<file path="config.mk">
export PLATFORM = sky130hd
export DESIGN_NAME = slip_frame_decoder
export DESIGN_NICKNAME = d
export VERILOG_FILES = /design/src/sv/sfd_pkg.sv /design/src/sv/slip_frame_decoder.sv /design/src/sv/sfd_decode.sv
export SDC_FILE = /design/constraint.sdc
export NUM_CORES = 1
export LEC_CHECK = 0
export ABC_CLOCK_PERIOD_IN_PS = 3600
export BUFFER_PORTS_ARGS = -buffer_cell sky130_fd_sc_hd__buf_2
export CAP_MARGIN = 20
export CORE_ASPECT_RATIO = 0.75
export CORE_MARGIN = 1
export CORE_UTILIZATION = 53
export DETAILED_ROUTE_END_ITERATION = 6
export PLACE_DENSITY_LB_ADDON = 0.15
export REMOVE_ABC_BUFFERS = 1
export SYNTH_ARGS = -nofsm -noshare
export SYNTH_HDL_FRONTEND = slang
export SYNTH_HIERARCHICAL = 1
export SYNTH_SLANG_ARGS = --single-unit
</file>
<file path="constraint.sdc">
create_clock -name clk -period 3.6 [get_ports clk]
set_input_delay 0 -clock clk [delete_from_list [all_inputs] [get_ports clk]]
set_output_delay 0 -clock clk [all_outputs]
set_load 0.01 [all_outputs]
</file>
<file path="src/sv/sfd_pkg.sv">
// Package for the SLIP frame decoder: line codes, length limit and the
// result record that passes from the decode logic to the output register.
// No dependencies.
`default_nettype none

package sfd_pkg;

  // Special line codes
  localparam logic [7:0] CODE_FEND  = 8'hC0;
  localparam logic [7:0] CODE_FESC  = 8'hDB;
  localparam logic [7:0] CODE_TFEND = 8'hDC;
  localparam logic [7:0] CODE_TFESC = 8'hDD;

  // Largest payload a frame may hold; the counter must reach it
  localparam int MAX_LEN = 256;
  localparam int CNT_W   = $clog2(MAX_LEN + 1);

  localparam int BYTE_W  = 8;
  localparam int INDEX_W = 8;
  localparam int LEN_W   = 9;

  typedef struct packed {
    logic               data_valid;
    logic [BYTE_W-1:0]  data_byte;
    logic [INDEX_W-1:0] data_index;
    logic               frame_done;
    logic [LEN_W-1:0]   frame_length;
    logic               overflow_end;
  } sfd_result_t;

endpackage

`default_nettype wire

</file>
<file path="src/sv/slip_frame_decoder.sv">
// Top level of the SLIP frame decoder: input register, decode logic and
// result register on streaming channels. Depends on sfd_pkg, sfd_decode.
//
//   channel | dir | content
//   in_     | in  | tdata[7:0] in_byte
//   out_    | out | tdata byte/index/length, tuser valid/overflow, tlast done
//
// One result per input byte. A byte is held in the input register, is
// decoded on its way into the result register, and is offered from there;
// one byte per cycle is sustained while the output is ready. Reset clears
// the escape flag, framing flag, counter and both stage valids. A stall on
// the output holds both stages; the input stays ready while the input
// register is empty or moving on.
`default_nettype none

module slip_frame_decoder
  import sfd_pkg::*;
(
  input  wire logic        clk,
  input  wire logic        rst_n,

  input  wire logic        in_tvalid,
  output logic             in_tready,
  input  wire logic [7:0]  in_tdata,   // [7:0] in_byte

  output logic             out_tvalid,
  input  wire logic        out_tready,
  output logic [31:0]      out_tdata,  // [7:0] data_byte, [15:8] data_index,
                                       // [24:16] frame_length, [31:25] zero
  output logic [1:0]       out_tuser,  // [0] data_valid, [1] overflow_end
  output logic             out_tlast   // frame_done
);

  logic              a_valid_r;
  logic [BYTE_W-1:0] a_byte_r;
  logic              b_valid_r;
  sfd_result_t       b_res_r;
  sfd_result_t       dec_res;
  logic              advance;

  assign advance   = a_valid_r && (!b_valid_r || out_tready);
  assign in_tready = !a_valid_r || advance;

  sfd_decode u_decode (
    .clk     (clk),
    .rst_n   (rst_n),
    .step    (advance),
    .in_byte (a_byte_r),
    .result  (dec_res)
  );

  always_ff @(posedge clk) begin
    if (!rst_n) begin
      a_valid_r <= 1'b0;
      b_valid_r <= 1'b0;
    end else begin
      if (in_tready) begin
        a_valid_r <= in_tvalid;
      end
      if (advance) begin
        b_valid_r <= 1'b1;
      end else if (out_tready) begin
        b_valid_r <= 1'b0;
      end
    end
  end

  always_ff @(posedge clk) begin
    if (in_tready && in_tvalid) begin
      a_byte_r <= in_tdata;
    end
    if (advance) begin
      b_res_r <= dec_res;
    end
  end

  assign out_tvalid = b_valid_r;
  assign out_tdata  = {7'd0, b_res_r.frame_length, b_res_r.data_index, b_res_r.data_byte};
  assign out_tuser  = {b_res_r.overflow_end, b_res_r.data_valid};
  assign out_tlast  = b_res_r.frame_done;

endmodule

`default_nettype wire

</file>
<file path="src/sv/sfd_decode.sv">
// Decode state (escape flag, framing flag, byte counter) and the
// per-byte logic that turns one line byte into one result record.
// Depends on sfd_pkg.
`default_nettype none

module sfd_decode
  import sfd_pkg::*;
(
  input  wire logic              clk,
  input  wire logic              rst_n,
  input  wire logic              step,      // consume in_byte this cycle
  input  wire logic [BYTE_W-1:0] in_byte,
  output sfd_result_t            result
);

  logic             esc_r, esc_nxt;
  logic             frm_r, frm_nxt;
  logic [CNT_W-1:0] cnt_r, cnt_nxt;

  logic [CNT_W+LEN_W-1:0] cnt_ext;

  assign cnt_ext = {{LEN_W{1'b0}}, cnt_r};

  always_comb begin
    logic [BYTE_W-1:0] c;
    logic              pass;
    logic              frm_eff;

    c       = in_byte;
    pass    = 1'b0;
    frm_eff = frm_r;
    esc_nxt = esc_r;
    frm_nxt = frm_r;
    cnt_nxt = cnt_r;
    result  = '0;

    if (esc_r) begin
      esc_nxt = 1'b0;
      pass    = 1'b1;
      if (in_byte == CODE_TFEND) begin
        c = CODE_FEND;
      end else if (in_byte == CODE_TFESC) begin
        c = CODE_FESC;
      end else begin
        // bad escape: drop framing until the next FEND
        frm_eff = 1'b0;
      end
    end else if (in_byte == CODE_FESC) begin
      esc_nxt = 1'b1;
    end else if (in_byte == CODE_FEND) begin
      if (!frm_r) begin
        frm_eff = 1'b1;
      end else if (cnt_r != '0) begin
        result.frame_done   = 1'b1;
        result.frame_length = cnt_ext[LEN_W-1:0];
      end
      cnt_nxt = '0;
    end else begin
      pass = 1'b1;
    end

    frm_nxt = frm_eff;

    if (pass && frm_eff) begin
      if (cnt_r < CNT_W'(MAX_LEN)) begin
        result.data_valid = 1'b1;
        result.data_byte  = c;
        result.data_index = cnt_ext[INDEX_W-1:0];
        cnt_nxt           = cnt_r + 1'b1;
      end else begin
        // limit reached: drop the byte and close the frame as overflow
        frm_nxt             = 1'b0;
        result.frame_done   = 1'b1;
        result.frame_length = cnt_ext[LEN_W-1:0];
        result.overflow_end = 1'b1;
        cnt_nxt             = '0;
      end
    end
  end

  always_ff @(posedge clk) begin
    if (!rst_n) begin
      esc_r <= 1'b0;
      frm_r <= 1'b0;
      cnt_r <= '0;
    end else if (step) begin
      esc_r <= esc_nxt;
      frm_r <= frm_nxt;
      cnt_r <= cnt_nxt;
    end
  end

endmodule

`default_nettype wire

</file>
==> results.md, run 1 <==
- Outcome: finished clean
- Max Fclk: 394.6 MHz
- Pwr Density: around 420 mW/mm^2
- DR WL/cell: 14.77 microns
- CP Capture Type: flop
- Layout Skew: 0.006601 ns
- Die X-Extent: 75.62 microns
- First drt pass iteration count: 5
- Max-cap viol count: 0
- Die height: roughly 57 microns
- Hold_sp: out_tready
- VDD IR max: 0.0003033 V
- Netlist cell types: 44
- WP data required: about 3.8 ns
- Hold-critical path depth: 3
- Tcrit/Tclk final: 0.7040
- TritonCTS Buffers: 5
- Post-CTS sizing: 0
- Relative max-transition margin: 0.4383
- Fin crit period: 2.534 ns
- Final hold viol count: 0
- Row count: 19
- Post-synthesis sequential element count: slightly below 50
- Cell Area, Placed: between 0.002 and 0.0025 sq mm
- Post-Syn Area: 0.002155 sq mm
- Primary FF master, synth: edfxtp_1
- Post-synth ARST share: 0
- Avg Cell Area, Syn: 12.67 sq um
- CP max FO: 14
- Warnings, synthesis: 6
- CORE AREA: 0.003780 sq mm
- Setup TNS: 0 ns
- Kind of critical path: flop to flop
- Hold Path Class: primary input to flop
- CTS tree: yes
- Clock root buffer: clkbuf_8
- P&R area growth vs syn: 20.09%
- Post-CTS Setup Inserts: 0
- Fillers: 291
- Post-Synthesis Cells: 170
- Drt via density: 5.543
- CTS Hold Bufs: 10
- Slew @ Worst Pin: 0.8426 ns
- Antenna violations before repair: 0
- Worst-path clk slew: around 0.09 ns
- Fin area: 0.002587 sq mm
- GRT Util Overall: 0.2063
- First-pass GRT wire length: 6354 microns
- RR Startpoint: a_byte_r[5]$_DFFE_PP_
- Register area: 0.001341 sq mm
- Io pins: between 40 and 50
- Most frequent cells in the layout: buf_2, edfxtp_1, and2_1
- Num Clock Sinks: 49
- Worst reg2reg path depth: 5
- Fin. max-slew vios: 0
- Initial Util: 0.5700
- DR vias: 1530
- Worst-Skew Late Latency: 0.30 ns
- Leak pwr: 0.9277 nW
- Clk buf depth: 2
- DP Wirelength: 2659 microns
- Diodes inserted: 0
- Most common cell after layout, fill and taps aside: buf_2
- Drt drc: 0
- Worst setup SP type: flop
- H-tree depth: 2
- Largest net degree at the start of global routing: 23
- R2r endpoint: out_tdata[3]$_DFFE_PP_
- Post-Route WL: 4076 microns
- Sequential share of the synthesized area: 0.6225
- Final Setup Violations: 0
- Die ar.: 0.004327 sq mm
- Vias in the first global route: approximately 1.3k
- RSZ-0062 raised after global routing: false
- Number of port buffers: 41
- R2r setup slk: about 1.1 ns
- Antenna-violating nets left: 0
- Tot Pwr: 1.088 mW
- Post-layout nets: 237
- Total gr overflow: 0
- RD Place Congestion: 0.8018
- Min-Delay Endpoint: a_valid_r$_SDFFE_PN0P_
- Layout cell share with drive strength beyond 1: 0.2634
- Initial DRC count: 94
- Post-synth EDFFs: 36
- Critical Path AT: 2.72 ns
- Hold WS: ~0.032 ns
- Multi-input gate area: 742.0 sq um
-- critical path: stages, from the launching register on --
cell and delay, ns:
edfxtp_1 0.39, nand3b_1 0.35, o31ai_4 0.51, nand3_1 0.23
nor2_1 0.63, o311a_2 0.30
-- layer usage --
metal	share of wire	global-route usage
met3	0.091	0.05830
met5	0	0
met2	0.45	0.3112
met4	0.026	0.08466
met1	0.43	0.2822
-- sequential cells by signal (all words and copies together), names as in the netlist --
name and cells:
out_tuser 2, u_decode/cnt_r 9, u_decode/esc_r 1, u_decode/frm_r 1, a_byte_r 8, out_tvalid 1
out_tlast 1, a_valid_r 1, out_tdata 25
-- cell type report --
class,instances,share of cell area
Sequential cell,49,0.5184
Clock inverter,2,0.01499
Clock buffer,6,0.02805
Multi-Input combinational cell,111,0.2868
Inverter,4,0.005803
Timing Repair Buffer,52,0.1209
Tap cell,52,0.02515
-- cell usage after synthesis, types with 2 or more instances --
| library cell | n | share of area |
|---|---|---|
| o21a_1 | 3 | 0.010 |
| edfxtp_1 | 36 | 0.50 |
| clkbuf_1 | 2 | 0.0035 |
| or3_2 | 2 | 0.0070 |
| o21ai_1 | 2 | 0.0046 |
| and2_1 | 18 | 0.052 |
| or4_1 | 6 | 0.021 |
| nor2_1 | 5 | 0.0087 |
| nand3b_1 | 2 | 0.0070 |
| inv_1 | 4 | 0.0070 |
| ha_1 | 2 | 0.012 |
| o31ai_1 | 4 | 0.014 |
| dfxtp_1 | 13 | 0.12 |
| nand2_1 | 13 | 0.023 |
| nor2b_1 | 3 | 0.0087 |
| a21oi_1 | 10 | 0.023 |
| buf_2 | 2 | 0.0046 |
| nand3_1 | 5 | 0.012 |
| o21ai_0 | 5 | 0.012 |
| nor3_1 | 3 | 0.0070 |
| buf_4 | 7 | 0.024 |
-- report_power, final --
part / switching [mW] / internal, mW / total, mW
sequential: 0.0100 / 0.625 / 0.635
combinational: 0.0389 / 0.0268 / 0.0657
clock: 0.179 / 0.209 / 0.387
-- worst max path at each step --
| stage | start | endpoint | slack [ns] | cells past startpoint |
|---|---|---|---|---|
| final | a_byte_r[5]$_DFFE_PP_ | out_tdata[3]$_DFFE_PP_ | 1.07 | 5 |
| after global routing | a_byte_r[5]$_DFFE_PP_ | out_tdata[3]$_DFFE_PP_ | 0.88 | 5 |
| after CTS | a_byte_r[5]$_DFFE_PP_ | out_tdata[3]$_DFFE_PP_ | 1.10 | 5 |
| after detailed placement | a_byte_r[5]$_DFFE_PP_ | out_tdata[3]$_DFFE_PP_ | 1.14 | 5 |
| after global placement | a_byte_r[5]$_DFFE_PP_ | out_tdata[3]$_DFFE_PP_ | 1.24 | 5 |
| after floorplan | out_tvalid$_SDFFE_PN0P_ | u_decode/cnt_r[3]$_SDFFE_PN0P_ | 0.40 | 5 |
-- stage by stage --
step	worst slack, ns	std cells	utilization
after detailed placement	1.144	258	0.6286
after global routing	0.8775	276	0.6845
after global placement	1.242	258	0.6286
after floorplan	0.4017	164	-
after CTS	1.100	276	0.6845
final	1.066	276	0.6845
-- kinds of logic after synthesis --
group | after synthesis | synth area share
simple gates | 68 | 0.2015
flops | 49 | 0.6225
compound gates | 34 | 0.1179
buf+inv | 16 | 0.04471
fa+ha+maj | 2 | 0.01161
other cells | 1 | 0.001740
(Power assumes the default switching activity.)
==> inputs of run 2 (changes only) <==
--- a/config.mk
+++ b/config.mk
@@ -5,12 +5,12 @@
 export SDC_FILE = /design/constraint.sdc
 export NUM_CORES = 1
 export LEC_CHECK = 0
-export ABC_CLOCK_PERIOD_IN_PS = 3600
+export ABC_CLOCK_PERIOD_IN_PS = 2250
 export BUFFER_PORTS_ARGS = -buffer_cell sky130_fd_sc_hd__buf_2
 export CAP_MARGIN = 20
 export CORE_ASPECT_RATIO = 0.75
 export CORE_MARGIN = 1
-export CORE_UTILIZATION = 53
+export CORE_UTILIZATION = 48
 export DETAILED_ROUTE_END_ITERATION = 6
 export PLACE_DENSITY_LB_ADDON = 0.15
 export REMOVE_ABC_BUFFERS = 1
==> constraint.sdc (replaced) <==
create_clock -name clk -period 2.25 [get_ports clk]
set_input_delay 0 -clock clk [delete_from_list [all_inputs] [get_ports clk]]
set_output_delay 0 -clock clk [all_outputs]
set_load 0.01 [all_outputs]
==> run 2 against run 1 <==
Effect of this change:
- critical path depth stayed put
- power up 49%
- via count shrank 1.2%
- sequential share of layout area shrank 1.7 points
- highest routed layer unchanged
- utilization is 4.4 points lower
- clock-buffer cell count unchanged
- die area grew 10%
- critical path type unchanged
- combinational power is 78% higher
- design area is 3.4% higher
- clock skew grew 0.00097 ns
- cell count rose by 5.1%
- non-clock buffer count increased by 11
==> results.md, run 2 (synthesis results as in run 1) <==
- H-tree depth: 2 (unchanged)
- Antenna-violating nets left: 0 (unchanged)
- Drt drc: 0 (unchanged)
- Worst-Skew Late Latency: 0.29 ns (about the same)
- VDD IR max: 0.0003672 V (+21%)
- Leak pwr: 0.9705 nW (+4.6%)
- Global routing usage on met1: 0.2583 (-0.02382)
- Drt via density: 5.214 (-5.9%)
- Worst path cell trace: or4_4 > a2111o_1 > a32oi_2 > nor2b_2 > and2_1
- Grt met2 use: 0.3005 (-0.01073)
- Critical Path Start: a_byte_r[1]$_DFFE_PP_
- WP data required: 2.30 ns (-1.48 ns)
- TritonCTS Buffers: 5 (unchanged)
- Crit path largest cell delay: 0.55 ns (-0.08 ns)
- Antenna violations before repair: 0 (unchanged)
- DR WL/cell: 13.84 microns (-6.3%)
- RSZ-0062 raised after global routing: true
- CP max FO: 9 (-5)
- Max-cap viol count: 0 (unchanged)
- Number of port buffers: 41 (unchanged)
- Hold Path Class: primary input to flop
- Fin. max-slew vios: 0 (unchanged)
- Fin crit period: 2.226 ns (-0.3079 ns)
- Initial DRC count: 62 (-34%)
- Hold-critical path depth: 2 (-1)
- Critical path depth: 5 (unchanged)
- GRT Util Overall: 0.1885 (-0.01781)
- Die X-Extent: 79.36 microns (+4.9%)
- Pwr Density: 605.6 mW/mm^2 (+44%)
- CP Capture Type: flop
- RD Place Congestion: 0.7901 (-1.5%)
- Clock root buffer: clkbuf_8
- DR vias: 1512 (-1.2%)
- Worst-path clk slew: 0.08 ns (about the same)
- Outcome: finished clean
- Initial Util: 0.5156 (-0.05444)
- CTS tree: yes
- Layout cell share with drive strength beyond 1: 0.3191 (+0.05576)
- Gr busiest metal: met2
- Register area: 0.001341 sq mm (unchanged)
- Top delay family on crit path: simple AND/OR/NAND/NOR gates
- First drt pass iteration count: 4 (-1)
- Row count: 20 (+1)
- Die height: 60.02 microns (+4.9%)
- Critical Path AT: 2.27 ns (-0.45 ns)
- Tot Pwr: 1.621 mW (+49%)
- First-pass GRT wire length: 6637 microns (+4.5%)
- Cell Area, Placed: 0.002482 sq mm (+4.5%)
- Io pins: 49 (unchanged)
- Max reg flops: 25 (unchanged)
- RR Startpoint: a_byte_r[1]$_DFFE_PP_
- Worst setup SP type: flop
- Post-Route WL: 4013 microns (-1.5%)
- Worst setup path endpoint: out_tdata[17]$_DFFE_PP_
- Kind of critical path: flop to flop
- Fin area: 0.002676 sq mm (+3.4%)
- Layout Skew: 0.007567 ns (+0.0009657 ns)
- R2r endpoint: out_tdata[17]$_DFFE_PP_
- DP Wirelength: 2832 microns (+6.5%)
- Max Fclk: 449.1 MHz (+14%)
- Final Setup Violations: 0 (unchanged)
- P&R area growth vs syn: 24.22%
- Most frequent cells in the layout: buf_2, edfxtp_1, and2_1
- Post-layout nets: 248 (+4.6%)
- Hold WS: 0.01421 ns (-0.01822 ns)
- Vias in the first global route: 1386 (+5.5%)
- Most common cell after layout, fill and taps aside: buf_2
- Fillers: 346 (+19%)
- Num Clock Sinks: 49 (unchanged)
- CP bufs+invs: 0 (unchanged)
- Critical Path Slowest Stage Cell: or4_4
- M3 GR Usage: 0.05496 (-0.003342)
- Diodes inserted: 0 (unchanged)
- Final hold viol count: 0 (unchanged)
- Worst reg2reg path depth: 5 (unchanged)
- Clk buf depth: 2 (unchanged)
- Largest net degree at the start of global routing: 30 (+30%)
- Setup TNS: 0 ns (unchanged)
- Total gr overflow: 0 (unchanged)
- Tcrit/Tclk final: 0.9895 (+0.2856)
- CORE AREA: 0.004179 sq mm (+11%)
- Multi-input gate area: 758.2 sq um (+2.2%)
- R2r setup slk: 0.02 ns (-1.04 ns)
- Die ar.: 0.004763 sq mm (+10%)
-- run 2: final cells by class --
class	instances	area share
flip-flops and latches	49	0.5012
multi-input cells	111	0.2833
repair buffers	63	0.1515
clock buffers	6	0.02712
well taps	55	0.02571
clock inverters	2	0.005610
inverters	4	0.005610
-- run 2: per-stage QoR --
| step | worst slack, ns | instances | utilization |
|---|---|---|---|
| floorplan | -0.9483 | 164 | - |
| global placement | 0.04057 | 273 | 0.5940 |
| detailed placement | 0.005737 | 273 | 0.5940 |
| CTS | 0.002232 | 290 | 0.6389 |
| global route | -0.07064 | 290 | 0.6404 |
| finish | 0.02355 | 290 | 0.6404 |
-- run 2: power breakdown --
part	leakage, nW	switching (mW)	internal, mW
sequential	0.439	0.0121	0.999
clock	0.0374	0.274	0.219
combinational	0.495	0.0673	0.0492
-- run 2: routing by layer --
metal / wire, microns / part of all wire / vias up
met2: 1794 / 0.45 / 55
met5: 0 / 0 / -
met4: 8 / 0.0020 / 0
met3: 261 / 0.065 / 2
met1: 1949 / 0.49 / 702
li1: - / - / 753
-- run 2: worst min-delay path by stage --
stage	slack, ns	startpoint	endpoint
after floorplan	0.1	in_tdata[0]	a_byte_r[0]$_DFFE_PP_
final	0.01	rst_n	out_tvalid$_SDFFE_PN0P_
after detailed placement	0.18	in_tdata[6]	a_byte_r[6]$_DFFE_PP_
after CTS	0.001	rst_n	out_tvalid$_SDFFE_PN0P_
after global routing	0.02	rst_n	out_tvalid$_SDFFE_PN0P_
after global placement	0.18	in_tdata[0]	a_byte_r[0]$_DFFE_PP_
-- run 2: worst register-to-register path, stage by stage (launching register included) --
cell and delay, ns:
edfxtp_1 0.41, or4_4 0.55, a2111o_1 0.49, a32oi_2 0.26, nor2b_2 0.12, and2_1 0.17
-- run 2: timing repair --
item | 4_1_cts | 5_1_grt
setup buffers | 0 | 0
hold buffers | 9 | 0
resized for setup | 2 | 2
pin swaps | 0 | 0
gates cloned | 0 | 0
hold endpoints to repair | 9 | 0
endpoints found under the setup margin | 8 | 29
==> inputs of run 3 (changes only) <==
--- a/config.mk
+++ b/config.mk
@@ -5,12 +5,12 @@
 export SDC_FILE = /design/constraint.sdc
 export NUM_CORES = 1
 export LEC_CHECK = 0
-export ABC_CLOCK_PERIOD_IN_PS = 2250
+export ABC_CLOCK_PERIOD_IN_PS = 2700
 export BUFFER_PORTS_ARGS = -buffer_cell sky130_fd_sc_hd__buf_2
 export CAP_MARGIN = 20
 export CORE_ASPECT_RATIO = 0.75
 export CORE_MARGIN = 1
-export CORE_UTILIZATION = 48
+export CORE_UTILIZATION = 57
 export DETAILED_ROUTE_END_ITERATION = 6
 export PLACE_DENSITY_LB_ADDON = 0.15
 export REMOVE_ABC_BUFFERS = 1
==> constraint.sdc (replaced) <==
create_clock -name clk -period 2.7 [get_ports clk]
set_input_delay 0 -clock clk [delete_from_list [all_inputs] [get_ports clk]]
set_output_delay 0 -clock clk [all_outputs]
set_load 0.01 [all_outputs]
==> run 3 against run 2 <==
Effect of this change:
- critical path depth unchanged
- sequential cell count unchanged
- clock power down 12%
- combinational power shrank 24%
- critical path type unchanged
- largest cell class unchanged
- highest routed layer unchanged
==> results.md, run 3 (synthesis results as in run 1) <==
- CP bufs+invs: 0 (unchanged)
- Slew @ Worst Pin: ~0.78 ns
- Initial Util: 0.6253 (+0.1097)
- Worst setup SP type: flop
- Worst-Skew Late Latency: 0.30 ns (about the same)
- Post-layout nets: 239 (-3.6%)
- Fin. max-slew vios: 0 (unchanged)
- Max Fclk: 417.0 MHz (-7.2%)
- Outcome: finished clean
- WP data required: 2.76 ns (+0.46 ns)
- Layout cell share with drive strength beyond 1: 0.2743 (-0.04481)
- Cell Area, Placed: 0.002389 sq mm (-3.8%)
- Critical Path AT: 2.46 ns (+0.19 ns)
- Die height: 55.25 microns (-8.0%)
- Relative max-transition margin: 0.4817
- Antenna violations before repair: 0 (unchanged)
- Max reg flops: 25 (unchanged)
- Antenna-violating nets left: 0 (unchanged)
- CORE AREA: 0.003446 sq mm (-18%)
- Worst-path clk slew: 0.09 ns (about the same)
- Largest net degree at the start of global routing: 19 (-37%)
- Crit path largest cell delay: 0.58 ns (+0.03 ns)
- Total gr overflow: 0 (unchanged)
- Diodes inserted: 0 (unchanged)
- RD Place Congestion: 0.8244 (+4.3%)
- H-tree depth: 2 (unchanged)
- Tcrit/Tclk final: 0.8882 (-0.1013)
- Max-cap viol count: 0 (unchanged)
- Most common cell after layout, fill and taps aside: buf_2
- Number of port buffers: 41 (unchanged)
- VDD IR max: 0.0004093 V (+11%)
- Most frequent cells in the layout: buf_2, edfxtp_1, and2_1
- Fillers: 245 (-29%)
- Clock root buffer: clkbuf_8
- Clk buf depth: 2 (unchanged)
- Drt drc: 0 (unchanged)
- Die X-Extent: 72.99 microns (-8.0%)
- Register area: 0.001341 sq mm (unchanged)
- Pwr Density: 530.2 mW/mm^2 (-12%)
- Post-CTS sizing: 0 (-2)
- CP max FO: 14 (+5)
- Initial DRC count: 90 (+45%)
- Vias in the first global route: 1328 (-4.2%)
- Post-Route WL: 3929 microns (-2.1%)
- Final Setup Violations: 0 (unchanged)
- CTS tree: yes
- TritonCTS Buffers: 5 (unchanged)
- Top delay family on crit path: simple AND/OR/NAND/NOR gates
- Post-CTS Setup Inserts: 0 (unchanged)
- Io pins: 49 (unchanged)
- DR vias: 1469 (-2.8%)
- CP Capture Type: flop
- Post-Route Utilization: 0.7484 (+0.1079)
- First-pass GRT wire length: 6410 microns (-3.4%)
- Multi-input gate area: 742.0 sq um (-2.1%)
- Row count: 18 (-10%)
- P&R area growth vs syn: 19.69%
- Leak pwr: 0.9261 nW (-4.6%)
- First drt pass iteration count: 4 (unchanged)
- CTS Hold Bufs: 10 (+1)
- Fin crit period: 2.398 ns (+0.1717 ns)
- Critical Path Slowest Stage Cell: or4_4
- Num Clock Sinks: 49 (unchanged)
- Worst path cell trace: or4_4 > a2111o_1 > nand3_1 > nor2_1 > and2_1
- Final hold viol count: 0 (unchanged)
- GRT Util Overall: 0.2110 (+0.02249)
- DR WL/cell: 14.24 microns (+2.9%)
- Die ar.: 0.004032 sq mm (-15%)
- DP Wirelength: 2686 microns (-5.2%)
- Drt via density: 5.322 (+2.1%)
- Hold Path Class: primary input to flop
- Layout Skew: 0.003183 ns (-0.004384 ns)
- Kind of critical path: flop to flop
- Fin area: 0.002579 sq mm (-3.6%)
- RSZ-0062 raised after global routing: false
run 3: cell count changes in the layout (fill, tap and decap cells not counted), sizes merged:
| cell | delta |
|---|---|
| buf | -10 |
| clkbuf | -1 |
| clkinv | +1 |
| inv | +1 |
| clkinvlp | -1 |
| dlygate4sd3 | +1 |
run 3: through the flow:
step / power (mW) / std cells / hold WS [ns] / worst slack [ns] / setup TNS [ns]
final: 1.367 / 276 / 0.03212 / 0.3019 / 0
after global routing: 1.420 / 276 / 0.04031 / 0.1957 / 0
after CTS: 1.373 / 276 / 0.02530 / 0.3088 / 0
after global placement: 0.9375 / 258 / 0.1759 / 0.4095 / 0
after floorplan: 0.9024 / 164 / 0.09887 / -0.4983 / -3.858
after detailed placement: 0.9406 / 258 / 0.1784 / 0.3276 / 0
run 3: worst reg2reg max path: stages, from the launching register on:
cell      delay, ns
edfxtp_1       0.44
or4_4          0.58
a2111o_1       0.48
nand3_1        0.22
nor2_1         0.21
and2_1         0.23
run 3: final timing paths:
| path | slack, ns | cells past startpoint | to | startpoint |
|---|---|---|---|---|
| setup / recovery | 0.30 | 5 | out_tdata[7]$_DFFE_PP_ | a_byte_r[3]$_DFFE_PP_ |
| hold / removal | 0.03 | 3 | a_valid_r$_SDFFE_PN0P_ | out_tready |
| setup reg to reg | 0.30 | 5 | out_tdata[7]$_DFFE_PP_ | a_byte_r[3]$_DFFE_PP_ |
| hold reg to reg | 0.54 | 2 | a_valid_r$_SDFFE_PN0P_ | out_tvalid$_SDFFE_PN0P_ |
run 3: routing by layer:
metal | wire (microns) | track usage
met1 | 1844 | 0.3177
met4 | 13 | 0.05882
met3 | 276 | 0.04562
met5 | 0 | 0
met2 | 1795 | 0.3082
run 3: power breakdown:
group | leakage, nW | switching [mW] | total [mW] | internal (mW)
Combinational | 0.443 | 0.0518 | 0.0887 | 0.0369
Clock | 0.0445 | 0.248 | 0.432 | 0.184
Sequential | 0.439 | 0.0132 | 0.846 | 0.833
run 3: cell type report:
cell class,count,area share
clock inverters,3,0.008248
clock buffers,5,0.02669
well taps,50,0.02426
multi-input cells,111,0.2877
inverters,4,0.005822
repair buffers,54,0.1271
flip-flops and latches,49,0.5201
